[src/rtl/core/lsp_pkg.sv]
// ----------------------------------------------------------------------------
// lsp_pkg: shared types and constants of the line sensor position block
// holds the lane count, register indexes, pattern sets and bit weights
// ----------------------------------------------------------------------------
package lsp_pkg;

  localparam int unsigned NumLanes = 8;
  localparam int unsigned SampleW  = 17;
  localparam int unsigned SumW     = 8;
  localparam int unsigned MagW     = 7;
  localparam int unsigned CntW     = 4;
  localparam int unsigned DenW     = 3;
  localparam int unsigned ErrW     = 11;

  localparam logic [1:0] RegDirectThr = 2'd0;
  localparam logic [1:0] RegAdcThr    = 2'd1;
  localparam logic [1:0] RegMirror    = 2'd2;

  localparam logic [9:0]  DirectThrRst = 10'd512;
  localparam logic [14:0] AdcThrRst    = 15'd16384;

  localparam logic signed [ErrW-1:0] ErrNone = -11'sd999;
  localparam logic signed [ErrW-1:0] ErrAll  = 11'sd999;

  typedef enum logic [2:0] {
    ST_IDLE,
    ST_MERGE,
    ST_DIV_START,
    ST_DIV,
    ST_WRITE
  } state_t;

  typedef struct packed {
    logic [7:0]             pattern;
    logic signed [SumW-1:0] sum;
    logic [CntW-1:0]        count;
    logic                   light;
  } merge_res_t;

  // centered dark line on light floor
  function automatic logic is_dark_pat(input logic [7:0] p);
    logic r;
    r = 1'b0;
    case (p)
      8'h18, 8'h3C, 8'h0C, 8'h30, 8'h06,
      8'h60, 8'h10, 8'h08, 8'h1C, 8'h38: r = 1'b1;
      default: r = 1'b0;
    endcase
    return r;
  endfunction

  // centered light line on dark floor
  function automatic logic is_light_pat(input logic [7:0] p);
    logic r;
    r = 1'b0;
    case (p)
      8'hE7, 8'hC3, 8'hF3, 8'hCF, 8'hF9,
      8'h9F, 8'hEF, 8'hF7, 8'hE3, 8'hC7: r = 1'b1;
      default: r = 1'b0;
    endcase
    return r;
  endfunction

  // weight by bit number, bit 0 is +40 and bit 7 is -40
  function automatic logic signed [SumW-1:0] bit_weight(input logic [2:0] idx);
    logic signed [SumW-1:0] w;
    w = '0;
    case (idx)
      3'd0:    w = 8'sd40;
      3'd1:    w = 8'sd30;
      3'd2:    w = 8'sd20;
      3'd3:    w = 8'sd10;
      3'd4:    w = -8'sd10;
      3'd5:    w = -8'sd20;
      3'd6:    w = -8'sd30;
      default: w = -8'sd40;
    endcase
    return w;
  endfunction

endpackage

[src/rtl/core/lsp_lane.sv]
// ----------------------------------------------------------------------------
// lsp_lane: one sensor lane
// compares a widened sample against its threshold and holds the hit
// ----------------------------------------------------------------------------
module lsp_lane (
  input  logic                               clk,
  input  logic                               rst_n,
  input  logic                               load,
  input  logic signed [lsp_pkg::SampleW-1:0] sample,
  input  logic signed [lsp_pkg::SampleW-1:0] threshold,
  output logic                               hit
);
  import lsp_pkg::*;

  logic hit_r;
  logic hit_nxt;

  // strict greater-than, both operands already widened
  assign hit_nxt = load ? (sample > threshold) : hit_r;

  always_ff @(posedge clk) begin
    if (!rst_n) begin
      hit_r <= 1'b0;
    end else begin
      hit_r <= hit_nxt;
    end
  end

  assign hit = hit_r;

endmodule

[src/rtl/core/lsp_merge.sv]
// ----------------------------------------------------------------------------
// lsp_merge: combines the lane hits
// orders the bits, tracks the background flag, inverts on a light floor, sums the weights
// ----------------------------------------------------------------------------
module lsp_merge (
  input  logic                         clk,
  input  logic                         rst_n,
  input  logic                         load,
  input  logic                         mirror,
  input  logic [lsp_pkg::NumLanes-1:0] hits,
  output lsp_pkg::merge_res_t          res
);
  import lsp_pkg::*;

  logic       light_r;
  logic       light_nxt;
  merge_res_t res_r;
  merge_res_t res_nxt;
  logic [7:0] raw_pat;
  logic [7:0] pat;

  always_comb begin
    for (int i = 0; i < NumLanes; i++) begin
      raw_pat[i] = mirror ? hits[i] : hits[NumLanes-1-i];
    end
  end

  always_comb begin
    light_nxt = light_r;
    if (load) begin
      if (is_dark_pat(raw_pat)) begin
        light_nxt = 1'b0;
      end else if (is_light_pat(raw_pat)) begin
        light_nxt = 1'b1;
      end
    end
  end

  assign pat = light_nxt ? ~raw_pat : raw_pat;

  always_comb begin
    logic signed [SumW-1:0] s;
    logic [CntW-1:0]        c;
    s = '0;
    c = '0;
    for (int i = 0; i < NumLanes; i++) begin
      if (pat[i]) begin
        s = s + bit_weight(3'(i));
        c = c + 1'b1;
      end
    end
    res_nxt.pattern = pat;
    res_nxt.sum     = s;
    res_nxt.count   = c;
    res_nxt.light   = light_nxt;
  end

  always_ff @(posedge clk) begin
    if (!rst_n) begin
      light_r <= 1'b0;
    end else begin
      light_r <= light_nxt;
    end
  end

  always_ff @(posedge clk) begin
    if (load) begin
      res_r <= res_nxt;
    end
  end

  assign res = res_r;

endmodule

[src/rtl/core/lsp_div.sv]
// ----------------------------------------------------------------------------
// lsp_div: iterative signed divider
// restoring division of the weight sum by the hit count, one bit a cycle
// ----------------------------------------------------------------------------
module lsp_div (
  input  logic                            clk,
  input  logic                            rst_n,
  input  logic                            start,
  input  logic signed [lsp_pkg::SumW-1:0] num,
  input  logic [lsp_pkg::DenW-1:0]        den,
  output logic                            done,
  output logic signed [lsp_pkg::SumW-1:0] quot
);
  import lsp_pkg::*;

  localparam logic [2:0] LastStep = 3'(MagW - 1);

  logic            busy_r, busy_nxt;
  logic            done_r, done_nxt;
  logic [2:0]      step_r, step_nxt;
  logic            neg_r, neg_nxt;
  logic [DenW-1:0] den_r, den_nxt;
  logic [DenW-1:0] rem_r, rem_nxt;
  logic [MagW-1:0] quo_r, quo_nxt;
  logic [DenW:0]   rem_shift;
  logic [DenW:0]   rem_sub;
  logic [SumW-1:0] abs_num;

  assign abs_num   = num[SumW-1] ? (~num + 1'b1) : num;
  assign rem_shift = {rem_r, quo_r[MagW-1]};
  assign rem_sub   = rem_shift - {1'b0, den_r};

  always_comb begin
    busy_nxt = busy_r;
    done_nxt = 1'b0;
    step_nxt = step_r;
    neg_nxt  = neg_r;
    den_nxt  = den_r;
    rem_nxt  = rem_r;
    quo_nxt  = quo_r;
    if (start) begin
      busy_nxt = 1'b1;
      step_nxt = '0;
      neg_nxt  = num[SumW-1];
      den_nxt  = den;
      rem_nxt  = '0;
      quo_nxt  = abs_num[MagW-1:0];
    end else if (busy_r) begin
      if (rem_shift >= {1'b0, den_r}) begin
        rem_nxt = rem_sub[DenW-1:0];
        quo_nxt = {quo_r[MagW-2:0], 1'b1};
      end else begin
        rem_nxt = rem_shift[DenW-1:0];
        quo_nxt = {quo_r[MagW-2:0], 1'b0};
      end
      step_nxt = step_r + 1'b1;
      if (step_r == LastStep) begin
        busy_nxt = 1'b0;
        done_nxt = 1'b1;
      end
    end
  end

  always_ff @(posedge clk) begin
    if (!rst_n) begin
      busy_r <= 1'b0;
      done_r <= 1'b0;
      step_r <= '0;
    end else begin
      busy_r <= busy_nxt;
      done_r <= done_nxt;
      step_r <= step_nxt;
    end
  end

  always_ff @(posedge clk) begin
    neg_r <= neg_nxt;
    den_r <= den_nxt;
    rem_r <= rem_nxt;
    quo_r <= quo_nxt;
  end

  // truncation toward zero: divide magnitudes, then restore the sign
  assign done = done_r;
  assign quot = neg_r ? -$signed({1'b0, quo_r}) : $signed({1'b0, quo_r});

endmodule

[src/rtl/core/line_sensor_position.sv]
// path: a scan passes the lane registers, the merge register and, when the pattern has one to seven
// line bits, the 7-step divider before the output register; empty or full patterns skip the divider
// flow: one scan at a time; a new scan is taken only after the previous one is written to the output
// register, where the previous result may still wait for the sink
// reset: thresholds 512 and 16384, mirrored order, dark line assumed, no result pending
// ----------------------------------------------------------------------------
// line_sensor_position: line follower position from eight sensors
// eight compare lanes, a merge stage with background tracking, and a
// serial divider that forms the weighted mean steering error
// ----------------------------------------------------------------------------
module line_sensor_position (
  input  logic                             clk,
  input  logic                             rst_n,
  input  logic                             cfg_we,
  input  logic [1:0]                       cfg_index,
  input  logic [14:0]                      cfg_wdata,
  input  logic                             in_valid,
  output logic                             in_ready,
  input  logic [9:0]                       in_outer_left_sample,
  input  logic [9:0]                       in_inner_left_sample,
  input  logic signed [15:0]               in_adc_sample_a,
  input  logic signed [15:0]               in_adc_sample_b,
  input  logic signed [15:0]               in_adc_sample_c,
  input  logic signed [15:0]               in_adc_sample_d,
  input  logic [9:0]                       in_inner_right_sample,
  input  logic [9:0]                       in_outer_right_sample,
  output logic                             out_valid,
  input  logic                             out_ready,
  output logic [7:0]                       out_line_pattern,
  output logic signed [lsp_pkg::ErrW-1:0]  out_steer_error,
  output logic                             out_line_lost,
  output logic                             out_stop_box,
  output logic                             out_light_line
);
  import lsp_pkg::*;

  logic [9:0]  direct_thr_r;
  logic [14:0] adc_thr_r;
  logic        mirror_r;

  state_t state_r, state_nxt;

  logic                          in_fire;
  logic                          merge_load;
  logic                          div_start;
  logic                          div_done;
  logic signed [SumW-1:0]        div_quot;
  logic                          out_load;
  logic [NumLanes-1:0]           hits;
  merge_res_t                    mres;
  logic signed [SampleW-1:0]     lane_sample [NumLanes];
  logic signed [SampleW-1:0]     lane_thr [NumLanes];
  logic signed [SampleW-1:0]     direct_thr_x;
  logic signed [SampleW-1:0]     adc_thr_x;
  logic                          pat_zero;
  logic                          pat_full;
  logic signed [ErrW-1:0]        err_nxt;

  logic                          out_valid_r, out_valid_nxt;
  logic [7:0]                    out_pat_r;
  logic signed [ErrW-1:0]        out_err_r;
  logic                          out_lost_r;
  logic                          out_stop_r;
  logic                          out_light_r;

  // configuration registers
  always_ff @(posedge clk) begin
    if (!rst_n) begin
      direct_thr_r <= DirectThrRst;
      adc_thr_r    <= AdcThrRst;
      mirror_r     <= 1'b1;
    end else if (cfg_we) begin
      unique case (cfg_index)
        RegDirectThr: direct_thr_r <= cfg_wdata[9:0];
        RegAdcThr:    adc_thr_r    <= cfg_wdata;
        RegMirror:    mirror_r     <= cfg_wdata[0];
        default:      ;
      endcase
    end
  end

  assign in_ready = (state_r == ST_IDLE);
  assign in_fire  = in_valid && in_ready;

  assign direct_thr_x = $signed({7'd0, direct_thr_r});
  assign adc_thr_x    = $signed({2'd0, adc_thr_r});

  always_comb begin
    lane_sample[0] = $signed({7'd0, in_outer_left_sample});
    lane_sample[1] = $signed({7'd0, in_inner_left_sample});
    lane_sample[2] = $signed({in_adc_sample_a[15], in_adc_sample_a});
    lane_sample[3] = $signed({in_adc_sample_b[15], in_adc_sample_b});
    lane_sample[4] = $signed({in_adc_sample_c[15], in_adc_sample_c});
    lane_sample[5] = $signed({in_adc_sample_d[15], in_adc_sample_d});
    lane_sample[6] = $signed({7'd0, in_inner_right_sample});
    lane_sample[7] = $signed({7'd0, in_outer_right_sample});
    for (int i = 0; i < NumLanes; i++) begin
      lane_thr[i] = (i < 2 || i > 5) ? direct_thr_x : adc_thr_x;
    end
  end

  for (genvar g = 0; g < NumLanes; g++) begin : g_lane
    lsp_lane u_lane (
      .clk       (clk),
      .rst_n     (rst_n),
      .load      (in_fire),
      .sample    (lane_sample[g]),
      .threshold (lane_thr[g]),
      .hit       (hits[g])
    );
  end

  lsp_merge u_merge (
    .clk    (clk),
    .rst_n  (rst_n),
    .load   (merge_load),
    .mirror (mirror_r),
    .hits   (hits),
    .res    (mres)
  );

  lsp_div u_div (
    .clk   (clk),
    .rst_n (rst_n),
    .start (div_start),
    .num   (mres.sum),
    .den   (mres.count[DenW-1:0]),
    .done  (div_done),
    .quot  (div_quot)
  );

  assign pat_zero = (mres.pattern == 8'h00);
  assign pat_full = (mres.pattern == 8'hFF);

  always_comb begin
    state_nxt  = state_r;
    merge_load = 1'b0;
    div_start  = 1'b0;
    out_load   = 1'b0;
    unique case (state_r)
      ST_IDLE: begin
        if (in_fire) begin
          state_nxt = ST_MERGE;
        end
      end
      ST_MERGE: begin
        merge_load = 1'b1;
        state_nxt  = ST_DIV_START;
      end
      ST_DIV_START: begin
        // empty and full patterns need no division
        if (pat_zero || pat_full) begin
          state_nxt = ST_WRITE;
        end else begin
          div_start = 1'b1;
          state_nxt = ST_DIV;
        end
      end
      ST_DIV: begin
        if (div_done) begin
          state_nxt = ST_WRITE;
        end
      end
      ST_WRITE: begin
        if (!out_valid_r || out_ready) begin
          out_load  = 1'b1;
          state_nxt = ST_IDLE;
        end
      end
      default: state_nxt = ST_IDLE;
    endcase
  end

  always_ff @(posedge clk) begin
    if (!rst_n) begin
      state_r <= ST_IDLE;
    end else begin
      state_r <= state_nxt;
    end
  end

  always_comb begin
    if (pat_zero) begin
      err_nxt = ErrNone;
    end else if (pat_full) begin
      err_nxt = ErrAll;
    end else begin
      err_nxt = ErrW'(div_quot);
    end
  end

  // output register, holds the beat until the sink takes it
  always_comb begin
    out_valid_nxt = out_valid_r;
    if (out_load) begin
      out_valid_nxt = 1'b1;
    end else if (out_ready) begin
      out_valid_nxt = 1'b0;
    end
  end

  always_ff @(posedge clk) begin
    if (!rst_n) begin
      out_valid_r <= 1'b0;
    end else begin
      out_valid_r <= out_valid_nxt;
    end
  end

  always_ff @(posedge clk) begin
    if (out_load) begin
      out_pat_r   <= mres.pattern;
      out_err_r   <= err_nxt;
      out_lost_r  <= pat_zero;
      out_stop_r  <= pat_full;
      out_light_r <= mres.light;
    end
  end

  assign out_valid        = out_valid_r;
  assign out_line_pattern = out_pat_r;
  assign out_steer_error  = out_err_r;
  assign out_line_lost    = out_lost_r;
  assign out_stop_box     = out_stop_r;
  assign out_light_line   = out_light_r;

endmodule
[config.mk]
export PLATFORM = sky130hd
export DESIGN_NAME = line_sensor_position
export DESIGN_NICKNAME = d
export VERILOG_FILES = /design/src/rtl/core/lsp_pkg.sv /design/src/rtl/core/lsp_lane.sv /design/src/rtl/core/lsp_merge.sv /design/src/rtl/core/lsp_div.sv /design/src/rtl/core/line_sensor_position.sv
export SDC_FILE = /design/constraint.sdc
export NUM_CORES = 1
export LEC_CHECK = 0
export BUFFER_PORTS_ARGS = -buffer_cell sky130_fd_sc_hd__buf_2
export CORE_ASPECT_RATIO = 0.6
export CORE_UTILIZATION = 60
export CTS_CLUSTER_SIZE = 12
export DETAILED_ROUTE_END_ITERATION = 8
export HOLD_SLACK_MARGIN = 0.12
export PLACE_DENSITY = 0.95
export SYNTH_ARGS = -nofsm -noshare
export SYNTH_HDL_FRONTEND = slang
export SYNTH_SLANG_ARGS = --single-unit
[constraint.sdc]
create_clock -name clk -period 14.16 [get_ports clk]
set_input_delay 0 -clock clk [delete_from_list [all_inputs] [get_ports clk]]
set_output_delay 0 -clock clk [all_outputs]
set_load 0.02 [all_outputs]
* Word level (Yosys, flattened, before mapping) *
Index checks and enable logic that the tools add are counted.

storage, ports and cells
  logic and storage cells = 174
  output and inout port bits = 24
  memories = 0
  memory bits (read-only) = 0
  bits in latches = 0
  input bits = 126
  register bits = 100
  RAM bits = 0

operators by class
  eq/ne operators = 31
  div/mod/pow operators = 0
  mux-type cells = 63
  shift operators = 0
  order comparisons = 9
  $add $sub $neg = 18
  multipliers = 0
  bitwise logic cells = 4
  reductions and logical operators = 18

operator list
  operator                                       number
  two-way mux 8 bit                              16
  == test 8 bit, second input constant           11
  > comparator 16 bit                            4
  adder 8 bit                                    6
  > comparator 10 bit                            4
  two-way mux 3 bit                              11
  two-way mux 1 bit                              29
  == test 8 x 5 -> 1 bit, second input constant  3
  == test 8 x 6 -> 1 bit, second input constant  3
  two-way mux 7 bit                              3
  OR reduction 10 bit                            2
  adder 3 x 1 -> 3 bit, second input constant    6
  == test 8 x 4 -> 1 bit, second input constant  2
  one-hot mux 3 bit (5 select lines)             1
  two-way mux 11 bit                             1
  adder 7 x 8 -> 8 bit                           1
  == test 8 x 3 -> 1 bit, second input constant  1
  == test 8 x 7 -> 1 bit, second input constant  1
  logical NOT 8 bit                              1
  negator 7 -> 8 bit                             1
  NOT 8 bit                                      1
  adder 7 x 1 -> 7 bit, second input constant    1
  NOT 7 bit                                      1
  == test 3 x 2 -> 1 bit, second input constant  2
  other kinds (23)                               31

* Depth between registers and ports, before layout *
  depth in word-level cells = 26
  gate-level depth with buffers = 29

* Hierarchy *
A second synthesis with hierarchy kept.

unflattened totals
  cells, all modules = 1124
  area, all modules = 9845.7 µm²

by module, submodules not included
  module                times used  cells an instance  area an instance (µm²)  seq. area each (µm²)
  lsp_lane              8           63                 485.5                   20.0
  lsp_merge             1           313                2807.7                  620.6
  line_sensor_position  1           182                1938.1                  1201.2
  lsp_div               1           125                1216.2                  490.5

* Least setup slack after synthesis *
No wires, ideal clock.

  path kind = register to register
  start = register mirror_r
  end = register u_merge.res_r, in the netlist u_merge.res[12], data pin
  arrival time = 5.514 ns
  data required time = 13.901 ns
  period minus slack after synthesis = 5.772 ns
  stages on the path, launching flop included = 30
  library setup time = 0.259 ns
  slack = 8.388 ns
  cells stage by stage = dfxtp_1 -> buf_6 -> buf_6 -> mux2i_2 -> clkinv_1 -> ha_1 -> nor2b_1 -> a21oi_1 -> o211ai_1 -> a31o_2 -> buf_6 -> nand2_4 -> a21oi_1 -> xnor2_1 -> ha_1 -> and2_1 -> nor4_2 -> inv_1 -> ha_1 -> o221ai_2 -> nand3_2 -> nor2_1 -> xnor2_1 -> ha_1 -> nor2_1 -> inv_1 -> a2111oi_0 -> nor4_1 -> nand2_1 -> xor2_1

RTL lines
  element                 line                        text
  from (decl)             line_sensor_position.sv:39  logic mirror_r;
  from (signal assigned)  line_sensor_position.sv:76  RegMirror: mirror_r <= cfg_wdata[0];
  to (signal assigned)    lsp_merge.sv:68             res_r <= res_nxt;
  to (decl)               lsp_merge.sv:17             merge_res_t res_r;

==> results.json <==
{
  "routabilityCongestion": 1.03,
  "design_area_sq_um": 9630,
  "outcome": "complete, no violations",
  "die_h_um": 93.1,
  "grt_max_degree": 42,
  "die_x_um": 154,
  "critPathCaptureType": "flop",
  "routed_wl_um": 23300,
  "rsz0062_at_grt": "no",
  "cp_common_cell": "ha_1",
  "setup_tns_ns": 0,
  "ant_nets": 0,
  "ys_seq_area_share_pct": 29.4,
  "synth_top_flop_cell": "edfxtp_1",
  "die_area_sq_um": 14300,
  "cts_root_buf": "clkbuf_16",
  "core_sq_um": 13200,
  "place_area_sq_um": 9090,
  "antenna_found_initial": 0,
  "cp-start-kind": "flop",
  "clk_latency_ns": 0.35,
  "gr-usage-all-layers_pct": 33.1,
  "fmax_mhz": 136,
  "drt_iter0_markers": 837,
  "report.final.slew_viol_count": 0,
  "ys_types": 85,
  "drt_pass1_iterations": 7,
  "min-delay-start": "in_valid",
  "reg2reg_setup_slack_ns": 6.79,
  "place_ws_ns": 7.13,
  "portBuffers": 149,
  "critPathMaxFanout": 29,
  "diodes": 0,
  "start_util_pct": 63.1,
  "powerDensity_nw_per_um2": 88.0,
  "n_fill_cell": 889,
  "routed_via_density": 6.25,
  "setup_viol": 0,
  "top_level_ports": 150,
  "cts_tree": "done",
  "syn_nets": 1180,
  "ys.warnings.count": 0,
  "r2r_start": "mirror_r$_SDFFE_PN1P_",
  "worstReg2RegEnd": "u_merge.res[3]$_DFFE_PN_",
  "grt_pass1_wl_um": 37700,
  "hp-class": "in -> reg",
  "row_count": 32,
  "fin_nets": 1329,
  "path_clk_slew_ns": 0.08,
  "worstPathArrival_ns": 7.46,
  "fin_ws_ns": 6.79,
  "hold_buffers": 23,
  "finalCritPeriodShare_pct": 52.0,
  "required_ns": 14.26,
  "cts_num_sinks": 97,
  "finalCriticalPeriod_ns": 7.37,
  "min_delay_path_depth": 4,
  "critPathMaxStageDelay_ns": 1.12,
  "reg2regPathDepth": 25,
  "drive_above_1_share_pct": 19.0,
  "multi_input_area_sq_um": 5440,
  "synth_area_per_cell_sq_um": 8.90,
  "clock_path_buffers": 2,
  "seqCellArea_sq_um": 2440,
  "first_global_vias": 7469,
  "synth_area_sq_um": 8310,
  "area_delta_synth_final_pct": 16.0,
  "cp_top_family": "adder cells",
  "ys_ff_latch": 97,
  "post_cts_buffers": 0,
  "async_flop_share_pct": 0,
  "synth-edff-count": 50,
  "via_count": 7854,
  "wire_per_inst_um": 18.5,
  "drc": 0,
  "worstMarginPinSlew_ns": 1.27,
  "worst_path_max_delay_cell": "dfxtp_1",
  "worstSetupPathType": "reg -> reg",
  "slew_headroom_pct": 15.2,
  "cp_num_buf_inv": 1,
  "ctsResizeCount": 0,
  "overflow": 0,
  "cts_max_level": 3,
  "skew_ns": 0.0140,
  "maxCapViolCount": 0,
  "min_to": "state_r[0]$_SDFFE_PN0P_",
  "place_hpwl_um": 17500,
  "ir_worst_vdd_mv": 0.0633,
  "hold_viol_final": 0,
  "p_leak_nw": 4.09,
  "syn_inst": 933,
  "numCtsBuffers": 9
}
## cells in the mapped netlist (3+ instances only)
library cell / instances / share of area, %
nor2_1: 69 / 3.1
nand4b_1: 4 / 0.42
o211ai_1: 8 / 0.72
nor2b_1: 48 / 3.6
a31oi_1: 7 / 0.53
a22oi_1: 5 / 0.45
buf_2: 7 / 0.42
mux2i_1: 18 / 2.2
edfxtp_1: 50 / 18
clkinv_1: 5 / 0.23
o31ai_1: 5 / 0.45
nand2_1: 86 / 3.9
and3b_1: 3 / 0.32
nand3b_1: 3 / 0.27
a21oi_1: 71 / 4.3
ha_1: 120 / 18
buf_4: 4 / 0.36
a311oi_1: 4 / 0.42
dfxtp_1: 47 / 11
o22ai_1: 5 / 0.38
o21ai_1: 3 / 0.18
o2111ai_1: 3 / 0.32
o21a_1: 10 / 0.90
o311a_1: 3 / 0.36
nor3_1: 12 / 0.72
or3_1: 4 / 0.30
nor4_1: 12 / 0.90
nand2b_1: 14 / 1.1
o21ai_0: 28 / 1.7
xnor2_1: 28 / 3.0
a211oi_1: 6 / 0.54
nand3_1: 14 / 0.84
a2111oi_0: 3 / 0.32
nor3b_1: 10 / 0.90
clkbuf_1: 20 / 0.90
buf_6: 5 / 0.68
mux2_2: 7 / 0.95
inv_1: 55 / 2.5
nand4_1: 24 / 1.8
a21o_1: 21 / 1.9
xor2_1: 15 / 1.6
a21boi_0: 15 / 1.4
## worst register-to-register path, stage by stage (launching register included)
cell and delay, ns:
dfxtp_1 1.12, mux2i_2 0.63, clkinv_1 0.42, ha_1 0.32, nor2b_1 0.12, a21oi_1 0.13, o211ai_1 0.18, a31oi_1 0.64
nor2_1 0.15, nor2_1 0.28, xor2_1 0.29, ha_1 0.30, mux2_2 0.29, ha_1 0.29, mux2_2 0.28, ha_1 0.29
nor2_1 0.13, nor2_1 0.08, ha_1 0.29, nand2_1 0.06, nand2_1 0.08, ha_1 0.20, nand2_1 0.07, xor2_1 0.20
xnor2_1 0.18, xnor2_1 0.11
## cells in the final DEF, fill, tap and decap left out, drive strengths merged, types with 8 or more instances in the layout
master / count
a211oi: 8
nor4: 13
o21a: 10
nor2b: 48
dlygate4sd3: 23
nand3: 15
clkbuf: 9
ha: 120
nand4: 24
mux2i: 20
o211ai: 8
edfxtp: 50
dfxtp: 47
o21ai: 31
nand2: 87
a21boi: 15
buf: 153
a21o: 21
inv: 59
nor3: 12
a21oi: 73
nor2: 71
xor2: 15
nand2b: 14
xnor2: 30
clkinv: 9
nor3b: 11
## routing by layer
metal / global-route usage, % / share of wire, %
met2: 50.7 / 42
met1: 47.0 / 45
met5: 0 / 0
met3: 6.30 / 10
met4: 10.5 / 2.5
## metrics by stage
stage / utilization (%) / power, W / cells / hold slack (ns)
2_1_floorplan: - / 0.000514 / 933 / 0.125
3_3_place_gp: 69.0 / 0.000571 / 1218 / 0.252
3_5_place_dp: 69.0 / 0.000586 / 1218 / 0.256
4_1_cts: 73.1 / 0.000838 / 1257 / 0.123
5_1_grt: 73.1 / 0.000887 / 1257 / 0.147
6_report: 73.1 / 0.000848 / 1257 / 0.132
## layout make-up
class | count | area share, %
Clock buffer | 9 | 2.34
Clock inverter | 7 | 0.844
Inverter | 61 | 2.38
Multi-Input combinational cell | 737 | 56.4
Sequential cell | 97 | 25.4
Tap cell | 170 | 2.21
Timing Repair Buffer | 176 | 10.4
## how the worst max path moves through the flow
stage / end / cells past startpoint / startpoint
after global placement: u_merge.res[3]$_DFFE_PN_ / 25 / mirror_r$_SDFFE_PN1P_
final: u_merge.res[3]$_DFFE_PN_ / 25 / mirror_r$_SDFFE_PN1P_
after CTS: u_merge.res[3]$_DFFE_PN_ / 25 / mirror_r$_SDFFE_PN1P_
after detailed placement: u_merge.res[3]$_DFFE_PN_ / 25 / mirror_r$_SDFFE_PN1P_
after floorplan: u_merge.res[12]$_DFFE_PN_ / 29 / mirror_r$_SDFFE_PN1P_
after global routing: u_merge.res[3]$_DFFE_PN_ / 25 / mirror_r$_SDFFE_PN1P_
## report_power, final
part	switching [W]	total, W	internal (W)
Sequential	0.0000208	0.000342	0.000321
Clock	0.000122	0.000248	0.000126
Combinational	0.000148	0.000258	0.000109
## sequential cells by signal, indices dropped and copies added (netlist names), 3 cells and up
| name | count |
|---|---|
| out_steer_error | 9 |
| direct_thr_r | 10 |
| adc_thr_r | 15 |
| state_r | 3 |
| g_lane.u_lane.hit | 8 |
| out_line_pattern | 8 |
| u_div.quo_r | 7 |
| u_div.step_r | 3 |
| u_div.rem_r | 3 |
| u_div.den_r | 3 |
| u_merge.res | 19 |
## kinds of logic after synthesis
group / synth area share, %
multiplexers: 3.55
XOR/XNOR: 4.93
AO/OA/AOI/OAI: 18.7
buffers and inverters: 5.23
flip-flops: 29.4
AND/OR/NAND/NOR: 19.9
adder cells (fa/ha/maj): 18.3
Power figures use the tool's default switching activity.
